$ cat config.mk
export PLATFORM = sky130hd
export DESIGN_NAME = resp_request_parser_core
export DESIGN_NICKNAME = d
export VERILOG_FILES = /design/src/hdl/rrp_pkg.sv /design/src/hdl/resp_request_parser_core.sv /design/src/hdl/rrp_cfg_regs.sv /design/src/hdl/rrp_parser.sv /design/src/hdl/rrp_out_reg.sv
export SDC_FILE = /design/constraint.sdc
export NUM_CORES = 1
export LEC_CHECK = 0
export BUFFER_PORTS_ARGS = -buffer_cell sky130_fd_sc_hd__buf_4
export CORE_ASPECT_RATIO = 1.75
export CORE_UTILIZATION = 61
export CTS_BUF_LIST = sky130_fd_sc_hd__clkbuf_16
export DETAILED_ROUTE_END_ITERATION = 12
export PLACE_DENSITY = 0.85
export SYNTH_ARGS = -nofsm -noshare
export SYNTH_HDL_FRONTEND = slang
export SYNTH_SLANG_ARGS = --single-unit
$ cat constraint.sdc
create_clock -name clk_i -period 5.95 [get_ports clk_i]
set_input_delay 0 -clock clk_i [delete_from_list [all_inputs] [get_ports clk_i]]
set_output_delay 0 -clock clk_i [all_outputs]
set_load 0.05 [all_outputs]
$ cat src/hdl/rrp_pkg.sv
package rrp_pkg;

  // Default widths of the header count and argument length.
  localparam int unsigned CountBitsDefault = 16;
  localparam int unsigned LenBitsDefault   = 24;

  // Port field widths.
  localparam int unsigned KindW     = 3;
  localparam int unsigned ByteW     = 8;
  localparam int unsigned IndexW    = 16;
  localparam int unsigned CountW    = 16;
  localparam int unsigned LengthW   = 24;
  localparam int unsigned ErrW      = 3;
  localparam int unsigned CfgIdxW   = 1;
  localparam int unsigned CfgDataW  = 24;

  // Limit register reset values.
  localparam logic [CountW-1:0]  CountLimitReset  = 16'd1024;
  localparam logic [LengthW-1:0] LengthLimitReset = 24'hFF_FFFF;

  // Framing characters.
  localparam logic [ByteW-1:0] ChStar   = 8'h2A;
  localparam logic [ByteW-1:0] ChDollar = 8'h24;
  localparam logic [ByteW-1:0] ChCr     = 8'h0D;
  localparam logic [ByteW-1:0] ChLf     = 8'h0A;
  localparam logic [ByteW-1:0] ChZero   = 8'h30;
  localparam logic [ByteW-1:0] ChNine   = 8'h39;

  typedef enum logic [CfgIdxW-1:0] {
    CFG_COUNT_LIMIT  = 1'b0,
    CFG_LENGTH_LIMIT = 1'b1
  } cfg_idx_e;

  typedef enum logic [KindW-1:0] {
    K_FRAME  = 3'd0,
    K_DATA   = 3'd1,
    K_ARGEND = 3'd2,
    K_REQEND = 3'd3,
    K_ERROR  = 3'd4
  } kind_e;

  typedef enum logic [ErrW-1:0] {
    E_NONE   = 3'd0,
    E_LEAD   = 3'd1,
    E_DIGIT  = 3'd2,
    E_CRLF   = 3'd3,
    E_UNTERM = 3'd4,
    E_LIMIT  = 3'd5
  } err_e;

  typedef struct packed {
    kind_e              kind;
    logic [ByteW-1:0]   data_byte;
    logic [IndexW-1:0]  arg_index;
    logic [CountW-1:0]  arg_count;
    logic [LengthW-1:0] arg_length;
    err_e               error_code;
  } result_t;

  typedef struct packed {
    logic [CountW-1:0]  count_limit;
    logic [LengthW-1:0] length_limit;
  } limits_t;

endpackage

$ cat src/hdl/resp_request_parser_core.sv
// Registers: the input register loads at the accept edge and the result register loads
// when the parser steps, which waits while the result register holds an untaken result.
// Throughput: one byte per cycle while the output is not stalled; the parser step and the
// times-ten accumulate sit between the two registers, so back-to-back bytes pass without bubbles.
// Reset: rst_ni is asynchronous, active low; it empties both registers, sets the parser to
// expect '*', clears all counters, and loads the limits with 1024 and 16777215.
module resp_request_parser_core
  import rrp_pkg::*;
#(
  parameter int unsigned COUNT_BITS = CountBitsDefault,
  parameter int unsigned LEN_BITS   = LenBitsDefault
) (
  input  logic                clk_i,
  input  logic                rst_ni,
  // limit registers
  input  logic                cfg_we_i,
  input  logic [CfgIdxW-1:0]  cfg_index_i,
  input  logic [CfgDataW-1:0] cfg_data_i,
  // byte stream in
  input  logic                in_valid_i,
  output logic                in_stall_o,
  input  logic [ByteW-1:0]    in_byte_i,
  // classified bytes out
  output logic                out_valid_o,
  input  logic                out_stall_i,
  output logic [KindW-1:0]    kind_o,
  output logic [ByteW-1:0]    data_byte_o,
  output logic [IndexW-1:0]   arg_index_o,
  output logic [CountW-1:0]   arg_count_o,
  output logic [LengthW-1:0]  arg_length_o,
  output logic [ErrW-1:0]     error_code_o
);

  limits_t          limits;
  result_t          step_result;
  result_t          out_result;
  logic             out_busy;

  // Input register: one byte waiting for the parser step.
  logic             in_valid_q, in_valid_d;
  logic [ByteW-1:0] in_byte_q;
  logic             in_take;
  logic             advance;

  // The parser steps whenever a byte waits and the result register can take it.
  assign advance    = in_valid_q && !out_busy;
  assign in_stall_o = in_valid_q && !advance;
  assign in_take    = in_valid_i && !in_stall_o;

  always_comb begin
    in_valid_d = in_valid_q;
    if (in_take)      in_valid_d = 1'b1;
    else if (advance) in_valid_d = 1'b0;
  end

  always_ff @(posedge clk_i or negedge rst_ni) begin
    if (!rst_ni) begin
      in_valid_q <= 1'b0;
    end else begin
      in_valid_q <= in_valid_d;
    end
  end

  always_ff @(posedge clk_i) begin
    if (in_take) in_byte_q <= in_byte_i;
  end

  rrp_cfg_regs u_cfg (
    .clk_i       (clk_i),
    .rst_ni      (rst_ni),
    .cfg_we_i    (cfg_we_i),
    .cfg_index_i (cfg_index_i),
    .cfg_data_i  (cfg_data_i),
    .limits_o    (limits)
  );

  // Phase FSM, number accumulator and argument counters.
  rrp_parser #(
    .COUNT_BITS (COUNT_BITS),
    .LEN_BITS   (LEN_BITS)
  ) u_parser (
    .clk_i    (clk_i),
    .rst_ni   (rst_ni),
    .step_i   (advance),
    .byte_i   (in_byte_q),
    .limits_i (limits),
    .result_o (step_result)
  );

  rrp_out_reg u_out (
    .clk_i       (clk_i),
    .rst_ni      (rst_ni),
    .load_i      (advance),
    .result_i    (step_result),
    .out_stall_i (out_stall_i),
    .out_valid_o (out_valid_o),
    .busy_o      (out_busy),
    .result_o    (out_result)
  );

  assign kind_o       = out_result.kind;
  assign data_byte_o  = out_result.data_byte;
  assign arg_index_o  = out_result.arg_index;
  assign arg_count_o  = out_result.arg_count;
  assign arg_length_o = out_result.arg_length;
  assign error_code_o = out_result.error_code;

endmodule

$ cat src/hdl/rrp_cfg_regs.sv
module rrp_cfg_regs
  import rrp_pkg::*;
(
  input  logic                clk_i,
  input  logic                rst_ni,
  input  logic                cfg_we_i,
  input  logic [CfgIdxW-1:0]  cfg_index_i,
  input  logic [CfgDataW-1:0] cfg_data_i,
  output limits_t             limits_o
);

  limits_t limits_q, limits_d;

  always_comb begin
    limits_d = limits_q;
    if (cfg_we_i) begin
      unique case (cfg_idx_e'(cfg_index_i))
        CFG_COUNT_LIMIT:  limits_d.count_limit  = cfg_data_i[CountW-1:0];
        CFG_LENGTH_LIMIT: limits_d.length_limit = cfg_data_i[LengthW-1:0];
        default:          limits_d = limits_q;
      endcase
    end
  end

  always_ff @(posedge clk_i or negedge rst_ni) begin
    if (!rst_ni) begin
      limits_q.count_limit  <= CountLimitReset;
      limits_q.length_limit <= LengthLimitReset;
    end else begin
      limits_q <= limits_d;
    end
  end

  assign limits_o = limits_q;

endmodule

$ cat src/hdl/rrp_parser.sv
module rrp_parser
  import rrp_pkg::*;
#(
  parameter int unsigned COUNT_BITS = CountBitsDefault,
  parameter int unsigned LEN_BITS   = LenBitsDefault
) (
  input  logic             clk_i,
  input  logic             rst_ni,
  input  logic             step_i,
  input  logic [ByteW-1:0] byte_i,
  input  limits_t          limits_i,
  output result_t          result_o
);

  localparam int unsigned AccW = (COUNT_BITS > LEN_BITS) ? COUNT_BITS : LEN_BITS;
  localparam int unsigned ProdW = AccW + 4;
  localparam int unsigned CmpW = (ProdW > LengthW) ? ProdW : LengthW;

  localparam logic [CmpW-1:0] CountMax = {{(CmpW-COUNT_BITS){1'b0}}, {COUNT_BITS{1'b1}}};
  localparam logic [CmpW-1:0] LenMax   = {{(CmpW-LEN_BITS){1'b0}}, {LEN_BITS{1'b1}}};

  typedef enum logic [8:0] {
    PH_STAR    = 9'b000000001,
    PH_CNT_DIG = 9'b000000010,
    PH_CNT_LF  = 9'b000000100,
    PH_DOLLAR  = 9'b000001000,
    PH_LEN_DIG = 9'b000010000,
    PH_LEN_LF  = 9'b000100000,
    PH_PAYLOAD = 9'b001000000,
    PH_END_CR  = 9'b010000000,
    PH_END_LF  = 9'b100000000
  } phase_e;

  phase_e                phase_q, phase_d;
  logic [AccW-1:0]       acc_q, acc_d;
  logic [COUNT_BITS-1:0] total_q, total_d, total_mid;
  logic [COUNT_BITS-1:0] pos_q, pos_d, pos_mid;
  logic [LEN_BITS-1:0]   left_q, left_d, left_dec;
  logic [LEN_BITS-1:0]   len_q, len_d, len_out;

  logic                  digit;
  logic [3:0]            digit_val;
  logic [ProdW-1:0]      acc_ext, acc_next;
  logic [CmpW-1:0]       cnt_reg, len_reg, cnt_lim, len_lim, lim, acc_cmp;
  kind_e                 kind;
  err_e                  err;
  logic [ByteW-1:0]      data;
  logic                  finish;

  assign digit     = (byte_i >= ChZero) && (byte_i <= ChNine);
  assign digit_val = 4'(byte_i - ChZero);
  assign acc_ext   = ProdW'(acc_q);
  // acc * 10 + digit
  assign acc_next  = (acc_ext << 3) + (acc_ext << 1) + ProdW'(digit_val);
  assign acc_cmp   = CmpW'(acc_next);

  assign cnt_reg = CmpW'(limits_i.count_limit);
  assign len_reg = CmpW'(limits_i.length_limit);
  assign cnt_lim = (cnt_reg > CountMax) ? CountMax : cnt_reg;
  assign len_lim = (len_reg > LenMax) ? LenMax : len_reg;
  assign lim     = (phase_q == PH_CNT_DIG) ? cnt_lim : len_lim;

  assign left_dec = (left_q != '0) ? left_q - LEN_BITS'(1) : left_q;

  always_comb begin
    phase_d   = phase_q;
    acc_d     = acc_q;
    total_mid = total_q;
    pos_mid   = pos_q;
    left_d    = left_q;
    len_d     = len_q;
    kind      = K_FRAME;
    err       = E_NONE;
    data      = '0;
    len_out   = '0;
    finish    = 1'b0;

    unique case (phase_q)
      PH_STAR: begin
        if (byte_i == ChStar) begin
          phase_d = PH_CNT_DIG;
          acc_d   = '0;
        end else begin
          err = E_LEAD;
        end
      end
      PH_CNT_DIG, PH_LEN_DIG: begin
        if (digit) begin
          acc_d = AccW'(acc_next);
          if (acc_cmp > lim) err = E_LIMIT;
        end else if (byte_i == ChCr) begin
          phase_d = (phase_q == PH_CNT_DIG) ? PH_CNT_LF : PH_LEN_LF;
        end else begin
          err = E_DIGIT;
        end
      end
      PH_CNT_LF: begin
        if (byte_i != ChLf) begin
          err = E_CRLF;
        end else begin
          total_mid = COUNT_BITS'(acc_q);
          pos_mid   = '0;
          if (total_mid == '0) begin
            kind   = K_REQEND;
            finish = 1'b1;
          end else begin
            phase_d = PH_DOLLAR;
          end
        end
      end
      PH_DOLLAR: begin
        if (byte_i == ChDollar) begin
          phase_d = PH_LEN_DIG;
          acc_d   = '0;
        end else begin
          err = E_LEAD;
        end
      end
      PH_LEN_LF: begin
        if (byte_i != ChLf) begin
          err = E_CRLF;
        end else begin
          len_d   = LEN_BITS'(acc_q);
          left_d  = LEN_BITS'(acc_q);
          phase_d = (LEN_BITS'(acc_q) == '0) ? PH_END_CR : PH_PAYLOAD;
        end
      end
      PH_PAYLOAD: begin
        kind   = K_DATA;
        data   = byte_i;
        left_d = left_dec;
        if (left_dec == '0) phase_d = PH_END_CR;
      end
      PH_END_CR: begin
        if (byte_i == ChCr) phase_d = PH_END_LF;
        else                err     = E_UNTERM;
      end
      PH_END_LF: begin
        if (byte_i != ChLf) begin
          err = E_UNTERM;
        end else begin
          len_out = len_q;
          if (({1'b0, pos_q} + (COUNT_BITS+1)'(1)) >= {1'b0, total_q}) begin
            kind   = K_REQEND;
            finish = 1'b1;
          end else begin
            kind    = K_ARGEND;
            phase_d = PH_DOLLAR;
          end
        end
      end
      default: err = E_LEAD;
    endcase

    if (err != E_NONE) begin
      kind    = K_ERROR;
      data    = '0;
      len_out = '0;
    end

    total_d = total_mid;
    pos_d   = pos_mid;
    if ((err != E_NONE) || finish) begin
      phase_d = PH_STAR;
      acc_d   = '0;
      total_d = '0;
      pos_d   = '0;
      left_d  = '0;
      len_d   = '0;
    end else if (kind == K_ARGEND) begin
      pos_d = pos_mid + COUNT_BITS'(1);
    end
  end

  always_comb begin
    result_o.kind       = kind;
    result_o.data_byte  = data;
    result_o.arg_index  = IndexW'(pos_mid);
    result_o.arg_count  = CountW'(total_mid);
    result_o.arg_length = LengthW'(len_out);
    result_o.error_code = err;
  end

  always_ff @(posedge clk_i or negedge rst_ni) begin
    if (!rst_ni) begin
      phase_q <= PH_STAR;
      acc_q   <= '0;
      total_q <= '0;
      pos_q   <= '0;
      left_q  <= '0;
      len_q   <= '0;
    end else if (step_i) begin
      phase_q <= phase_d;
      acc_q   <= acc_d;
      total_q <= total_d;
      pos_q   <= pos_d;
      left_q  <= left_d;
      len_q   <= len_d;
    end
  end

endmodule

$ cat src/hdl/rrp_out_reg.sv
module rrp_out_reg
  import rrp_pkg::*;
(
  input  logic    clk_i,
  input  logic    rst_ni,
  input  logic    load_i,
  input  result_t result_i,
  input  logic    out_stall_i,
  output logic    out_valid_o,
  output logic    busy_o,
  output result_t result_o
);

  logic    valid_q, valid_d;
  result_t result_q;

  // Busy: holding a result that is not taken this cycle.
  assign busy_o = valid_q && out_stall_i;

  always_comb begin
    valid_d = valid_q;
    if (load_i)           valid_d = 1'b1;
    else if (!out_stall_i) valid_d = 1'b0;
  end

  always_ff @(posedge clk_i or negedge rst_ni) begin
    if (!rst_ni) begin
      valid_q <= 1'b0;
    end else begin
      valid_q <= valid_d;
    end
  end

  always_ff @(posedge clk_i) begin
    if (load_i) result_q <= result_i;
  end

  assign out_valid_o = valid_q;
  assign result_o    = result_q;

endmodule
### Word-level counts from Yosys, hierarchy flattened

Index checks and enable logic that the tools add are counted.
Widths: inputs -> output; s select.

* bits in registers: 233
* input bits: 38
* output and inout port bits: 72
* word-level logic and storage cells: 149

* $add $sub $neg: 6
* magnitude comparators: 6
* eq/ne operators: 28
* mux-type cells: 60
* bitwise logic cells: 3
* reductions and logical operators: 29

Operators by type and width (count)
* $mux 24: 10
* $mux 16: 8
* $mux 9: 12
* $pmux 24 s3: 1
* $pmux 9 s8: 1
* $logic_not 24->1: 2
* $pmux 24 s2: 1
* $add 27x25->28: 1
* $add 28x4->28: 1
* $gt 28x28->1: 1
* $mux 28: 1
* $gt 24x24->1 const B: 1
* $reduce_bool 24->1: 1
* $sub 24x1->24 const B: 1
* $mux 3: 7
* $pmux 3 s7: 1
* $ne 3x1->1 const B: 6
* $ne 3x3->1 const B: 6
* $add 16x1->17 const B: 1
* $ge 17x16->1: 1
* $add 16x1->16 const B: 1
* $eq 8x6->1 const B: 2
* $gt 16x16->1 const B: 1
* $logic_not 16->1: 1
* other kinds (37): 63

### Logic depth before layout (Yosys ltp)

* depth in word-level cells: 12
* gate-level depth with buffers: 23

### By module

Synthesis repeated with hierarchy kept, for this count alone.

* cell total of the unflattened synthesis: 1385
* area, all modules: 13883.3 sq um

Modules (own cells, without submodules)
* rrp_parser: times used 1, cells an instance 1213, area an instance 9780.6 sq um, seq. area each 2829.0 sq um
* rrp_out_reg: times used 1, cells an instance 73, area an instance 2140.8 sq um, seq. area each 2127.0 sq um
* rrp_cfg_regs: times used 1, cells an instance 86, area an instance 1669.1 sq um, seq. area each 1032.2 sq um
* resp_request_parser_core: times used 1, cells an instance 13, area an instance 292.8 sq um, seq. area each 265.3 sq um

### Worst setup path after synthesis

OpenSTA, ideal clock, no wires.

* kind: reg-to-reg
* from: register u_parser.acc_q[0]
* to: register u_out.result_q (netlist bit u_out.result_o[2]), data pin
* library setup time: 278 ps
* arrival time: 4879 ps
* required time: 5672 ps
* slack: 793 ps
* cell stages (with the launch flop): 22
* buffers on the path: 2
* clock period less this slack: 5157 ps
* path through: dfrtp_1 > inv_1 > fa_1 > inv_1 > fa_1 > a211oi_1 > o211ai_1 > a22oi_1 > nand2_1 > a21oi_1 > xnor2_1 > ha_1 > nand4_1 > or3_1 > nor4_1 > mux2i_1 > o21ai_0 > o311ai_1 > o31ai_1 > clkbuf_1 > clkbuf_1 > o211ai_1

RTL lines
* start: declaration: line rrp_parser.sv:35 `logic [AccW-1:0] acc_q, acc_d;`
* start signal: assignment: line rrp_parser.sv:187 `acc_q <= '0;`
* start signal: assignment: line rrp_parser.sv:194 `acc_q <= acc_d;`
* end signal: assignment: line rrp_out_reg.sv:35 `if (load_i) result_q <= result_i;`
* end: declaration: line rrp_out_reg.sv:15 `result_t result_q;`

### Worst setup path in the final report

* from: register u_parser.acc_q[1]
* to: register u_parser.total_q[10]

* cells in the longest elaborated chain, start to end: 9
* elaborated cells on any way between the ends: 13

Ends and longest elaborated chain
* $add 27x25->28: line rrp_parser.sv:54 `assign acc_next = (acc_ext << 3) + (acc_ext << 1) + ProdW'(digit_val);`
* $add 28x4->28: line rrp_parser.sv:54
* $gt 28x28->1: line rrp_parser.sv:90 `if (acc_cmp > lim) err = E_LIMIT;`
* $mux 3: line rrp_parser.sv:90
* $mux 3: line rrp_parser.sv:88 `if (digit) begin`
* $pmux 3 s7: line rrp_parser.sv:78 `unique case (phase_q)`
* $reduce_bool 3->1: line rrp_parser.sv:163 `if ((err != E_NONE) || finish) begin`
* $logic_or 1x1->1 *: line rrp_parser.sv:163
* $mux 16 *: line rrp_parser.sv:163
* end signal: assignment: line rrp_parser.sv:195 `total_q <= total_d;`
* end: declaration: line rrp_parser.sv:36 `logic [COUNT_BITS-1:0] total_q, total_d, total_mid;`

Every way passes the cells marked *; elsewhere a longest branch is shown, timed or not.
A chain may end at the register's enable or synchronous reset.

==> impl_results.html <==
<table>
<tr><th>Metric</th><th>Value</th></tr>
<tr><th colspan="2">Drt</th></tr>
<tr><td>Total iterations of the first detailed-routing run</td><td>6</td></tr>
<tr><td>Vias post-DR</td><td>~12000</td></tr>
<tr><td>Final routed wirelength across all metal layers</td><td>approximately 40000 microns</td></tr>
<tr><td>Initial DRC count</td><td>about 900</td></tr>
<tr><td>Residual antenna-violating net count after detailed routing</td><td>0</td></tr>
<tr><td>Post-detailed-route wirelength per cell</td><td>about 23 microns</td></tr>
<tr><td>DRC violation count after routing</td><td>0</td></tr>
<tr><td>Via density</td><td>roughly 6.6</td></tr>
<tr><th colspan="2">Clock network</th></tr>
<tr><td>CTS tree</td><td>done</td></tr>
<tr><td>Insertion delay to the later sink of the worst-skew pair</td><td>around 0.53 ns</td></tr>
<tr><td>Number of buffers created by CTS</td><td>22</td></tr>
<tr><td>CTS H-Tree Depth</td><td>1</td></tr>
<tr><td>Clock root cell</td><td>clkbuf_16</td></tr>
<tr><td>Largest buffer count on any clock path</td><td>3</td></tr>
<tr><td>Clock tree sinks</td><td>~230</td></tr>
<tr><td>Clock slew at reported path FFs</td><td>~0.070 ns</td></tr>
<tr><th colspan="2">Power</th></tr>
<tr><td>Design internal power</td><td>2700 uW</td></tr>
<tr><td>Power share of the clock group</td><td>between 30% and 40%</td></tr>
<tr><td>Lkg Pwr</td><td>between 0.007 and 0.008 uW</td></tr>
<tr><td>Largest voltage drop on the vdd net</td><td>0.289 mV</td></tr>
<tr><td>Flop pwr share</td><td>approximately 49%</td></tr>
<tr><td>Switching share of power</td><td>between 20% and 30%</td></tr>
<tr><td>Combinational group share of total power</td><td>between 10 and 15%</td></tr>
<tr><td>Sw power</td><td>between 900 and 1000 uW</td></tr>
<tr><td>Pwr/cell area</td><td>between 200 and 250 mW/mm^2</td></tr>
<tr><th colspan="2">Cells and area</th></tr>
<tr><td>Count of filler cells inserted in the layout</td><td>roughly 1500</td></tr>
<tr><td>Relative area change from synthesis to final layout</td><td>17.2%</td></tr>
<tr><td>Antenna diode count</td><td>0</td></tr>
<tr><td>Final Net Count</td><td>approximately 1600</td></tr>
<tr><td>Number of non-filler instances in the completed layout</td><td>1766</td></tr>
<tr><td>Ratio of cells with drive above 1 in the final layout</td><td>18.9%</td></tr>
<tr><th colspan="2">Setup path</th></tr>
<tr><td>WS Path Type</td><td>reg2reg</td></tr>
<tr><td>Data arrival time of the critical path</td><td>roughly 6.1 ns</td></tr>
<tr><td>Endpoint class of the critical path</td><td>flop</td></tr>
<tr><td>Largest fanout on the critical path</td><td>10</td></tr>
<tr><td>Critical path startpoint category</td><td>flop</td></tr>
<tr><td>Worst EP required</td><td>6.37 ns</td></tr>
<tr><th colspan="2">Global routing</th></tr>
<tr><td>Maximum number of pins on one net before global-route repair</td><td>around 100</td></tr>
<tr><td>GRT Total Usage</td><td>a little over a third</td></tr>
<tr><td>Global route total overflow</td><td>0</td></tr>
<tr><td>Via count of the first global-routing pass</td><td>12000</td></tr>
<tr><td>Wire length of the first global-routing pass</td><td>approximately 62000 microns</td></tr>
<tr><td>Number of antenna violations at the first check in global routing</td><td>0</td></tr>
<tr><th colspan="2">Placed design</th></tr>
<tr><td>DP HPWL</td><td>roughly 28000 microns</td></tr>
<tr><td>Count of buffers from port buffering</td><td>approximately 110</td></tr>
<tr><td>Worst-case setup slack after placement</td><td>~0.23 ns</td></tr>
<tr><td>Global placement routability congestion</td><td>1.02</td></tr>
<tr><td>Placed insts</td><td>~1700</td></tr>
<tr><th colspan="2">Hold path</th></tr>
<tr><td>Worst hold path type</td><td>in2reg</td></tr>
<tr><th colspan="2">Timing</th></tr>
<tr><td>Worst Hold Slack</td><td>0.0764 ns</td></tr>
<tr><td>Pins over their slew limit</td><td>0</td></tr>
<tr><td>Tightest slew margin relative to the limit</td><td>around a quarter</td></tr>
<tr><td>Worst setup slack after layout</td><td>between 0.3 and 0.4 ns</td></tr>
<tr><td>Setup TNS Final</td><td>0 ns</td></tr>
<tr><td>Worst setup skew after layout</td><td>between 0.02 and 0.025 ns</td></tr>
<tr><td>Share of the clock period used by the worst path after layout</td><td>a little over nine tenths</td></tr>
<tr><td>Maximum frequency from static timing analysis</td><td>~0.18 GHz</td></tr>
<tr><td>Endpoints failing hold</td><td>0</td></tr>
<tr><td>Final-report setup violation count</td><td>0</td></tr>
<tr><td>Final Critical Period</td><td>between 5 and 6 ns</td></tr>
<tr><td>Transition time at the pin with the least slew margin</td><td>around 1.1 ns</td></tr>
<tr><th colspan="2">Floorplanning</th></tr>
<tr><td>I/O pin total</td><td>110</td></tr>
<tr><td>Die Span Y</td><td>199 microns</td></tr>
<tr><td>Area of the core region</td><td>0.0216 sq mm</td></tr>
<tr><td>Die width</td><td>about 110 microns</td></tr>
<tr><td>Initial cell density of the core</td><td>between 60% and 70%</td></tr>
<tr><td>Total die area</td><td>around 0.023 sq mm</td></tr>
<tr><td>Site Rows</td><td>71</td></tr>
<tr><th colspan="2">Yosys</th></tr>
<tr><td>Top FF cell, synth</td><td>dfrtp_1</td></tr>
<tr><td>Cell taking the most area after synthesis</td><td>dfrtp_1</td></tr>
<tr><td>Largest cells by area after synthesis</td><td>dfrtp_1 24%, edfxtp_1 17%, ha_1 8.4%</td></tr>
<tr><td>Seq/Total Area, Yosys</td><td>between 40 and 50%</td></tr>
<tr><td>Synth warn</td><td>0</td></tr>
<tr><td>Mean instance size in the synthesized netlist</td><td>slightly above 10 sq um</td></tr>
<tr><td>Syn_nets</td><td>around 1500</td></tr>
<tr><td>Fraction of registers with async set or reset after synthesis</td><td>roughly two thirds</td></tr>
<tr><td>Top-area cell type share of the netlist area</td><td>about a quarter</td></tr>
<tr><td>Number of synthesized flops with an enable pin</td><td>approximately 80</td></tr>
<tr><td>Syn Std Cell Area</td><td>approximately 0.014 sq mm</td></tr>
<tr><td>Post-synthesis sequential element count</td><td>~230</td></tr>
<tr><td>Post-Syn Instances</td><td>between 1000 and 1500</td></tr>
<tr><td>Synth unique cells</td><td>between 70 and 80</td></tr>
<tr><th colspan="2">Flow run</th></tr>
<tr><td>MaxCap Viol Count</td><td>0</td></tr>
<tr><th colspan="2">Run status</th></tr>
<tr><td>Status</td><td>finished, final reports clean</td></tr>
</table>
## logic make-up (layout without fill, tap and decap cells)
logic type      Yosys count  count (layout)  synth area share [%]
compound gates          354             354                  17.8
xor+xnor                 43              43                  2.79
flops                   233             233                  46.3
buf+inv                 137             283                  4.01
fa+ha+maj                93              93                  8.73
mux                      62              62                  5.03
simple gates            406             406                  15.4
## metal layers
metal / part of all wire (%) / vias up / global-route usage [%]
li1: - / 5242 / -
met1: 32 / 5608 / 36.3
met2: 51 / 633 / 64.0
met3: 7.0 / 252 / 6.03
met4: 9.7 / 2 / 31.0
met5: 0.085 / - / 1.15
## worst paths after layout
path / startpoint / cells after the start / slack, ns / endpoint
worst max-delay path: u_parser.acc_q[1] / 21 / 0.31 / u_parser.total_q[10]
max in group asynchronous: rst_ni / 3 / 4.54 / u_parser.total_q[9]
min in group asynchronous: rst_ni / 2 / 0.12 / u_parser.len_q[3]
worst min-delay path: cfg_index_i / 4 / 0.08 / u_cfg.limits_o[25]
worst min register to register: u_parser.len_q[13] / 1 / 0.50 / u_parser.len_q[13]
worst max register to register: u_parser.acc_q[1] / 21 / 0.31 / u_parser.total_q[10]
## cells in the final DEF, fill, tap and decap left out, types with 22 or more instances in the layout
cell	n
inv_1	68
o22ai_1	38
o21ai_0	62
a21oi_1	85
edfxtp_1	78
mux2_2	43
nand2_1	113
dfstp_2	26
dfrtp_1	128
buf_4	140
nand3_1	27
a22o_1	30
ha_1	91
nor3_1	33
nor4_1	22
nand4_1	34
and2_1	43
xnor2_1	25
clkbuf_16	23
a32o_1	26
dlygate4sd3_1	36
nor2_1	72
## area by class of cell
cell class	count	area, sq um	share of cell area [%]
clock buffers	23	576	3.63
clock inverters	17	154	0.972
inverters	63	239	1.51
multi-input cells	958	6790	42.9
flip-flops and latches	233	6250	39.5
well taps	292	365	2.31
repair buffers	180	1460	9.20
## flip-flops by register name (all words and copies together), names as in the netlist
name,flops
u_parser.acc_q,24
u_parser.total_q,16
u_parser.pos_q,16
in_byte_q,8
u_out.out_valid_o,1
u_parser.phase_q,9
u_cfg.limits_o,40
u_parser.len_q,24
u_parser.left_q,24
u_out.result_o,70
in_valid_q,1
## metrics by stage
stage / util [%] / total power, uW / area (sq um)
floorplan: - / 2060 / 13500
global placement: 68.0 / 2180 / 14700
detailed placement: 68.0 / 2200 / 14700
CTS: 73.1 / 3630 / 15800
global route: 73.4 / 3730 / 15800
finish: 73.4 / 3630 / 15800
## power by group through the flow
stage	logic (uW)	clock network, uW	registers [uW]
after global routing	433	1500	1800
final	408	1440	1790
after detailed placement	380	0	1820
after global placement	368	0	1810
after floorplan	149	0	1910
after CTS	401	1440	1790
## cells in the mapped netlist (all sizes together), types with 4 or more instances
| cell | number |
|---|---|
| o311ai | 4 |
| and4 | 7 |
| edfxtp | 78 |
| o31ai | 10 |
| a32o | 26 |
| buf | 14 |
| or3 | 6 |
| a31oi | 7 |
| and2 | 44 |
| nand3 | 28 |
| a21o | 11 |
| a211oi | 16 |
| dfstp | 26 |
| a221oi | 6 |
| clkbuf | 60 |
| a22oi | 4 |
| nand2 | 113 |
| o21ai | 65 |
| xor2 | 18 |
| a22o | 30 |
| xnor2 | 25 |
| and3 | 6 |
| mux2 | 44 |
| o211ai | 10 |
| nand2b | 9 |
| a21oi | 89 |
| mux2i | 18 |
| nor4 | 26 |
| dfrtp | 129 |
| ha | 91 |
| inv | 62 |
| o221ai | 4 |
| nor2 | 73 |
| nand4 | 34 |
| o22ai | 38 |
| nor3 | 35 |
| nor2b | 6 |
| or4 | 8 |
## repair_timing
action / 4_1_cts / 5_1_grt
endpoints found under the setup margin: 0 / 113
hold endpoints to repair: 126 / 0
hold buffers: 36 / 0
setup buffers: 0 / 1
gates resized for setup: 0 / 13
## critical path: stages, from the launching register on
cell and delay (ns):
dfrtp_1 0.63, ha_1 0.34, ha_1 0.25, fa_1 0.44
a211oi_2 0.29, o211ai_1 0.16, a22oi_2 0.22, nand2_1 0.09
a21oi_2 0.17, xnor2_1 0.13, ha_1 0.36, nand4_1 0.16
or3_4 0.46, nor4_2 0.29, mux2i_1 0.10, o21ai_0 0.12
o311ai_2 0.21, o31ai_4 0.37, buf_4 0.18, nand2b_2 0.14
buf_4 0.23, o22ai_1 0.16
Power figures use the tool's default switching activity.
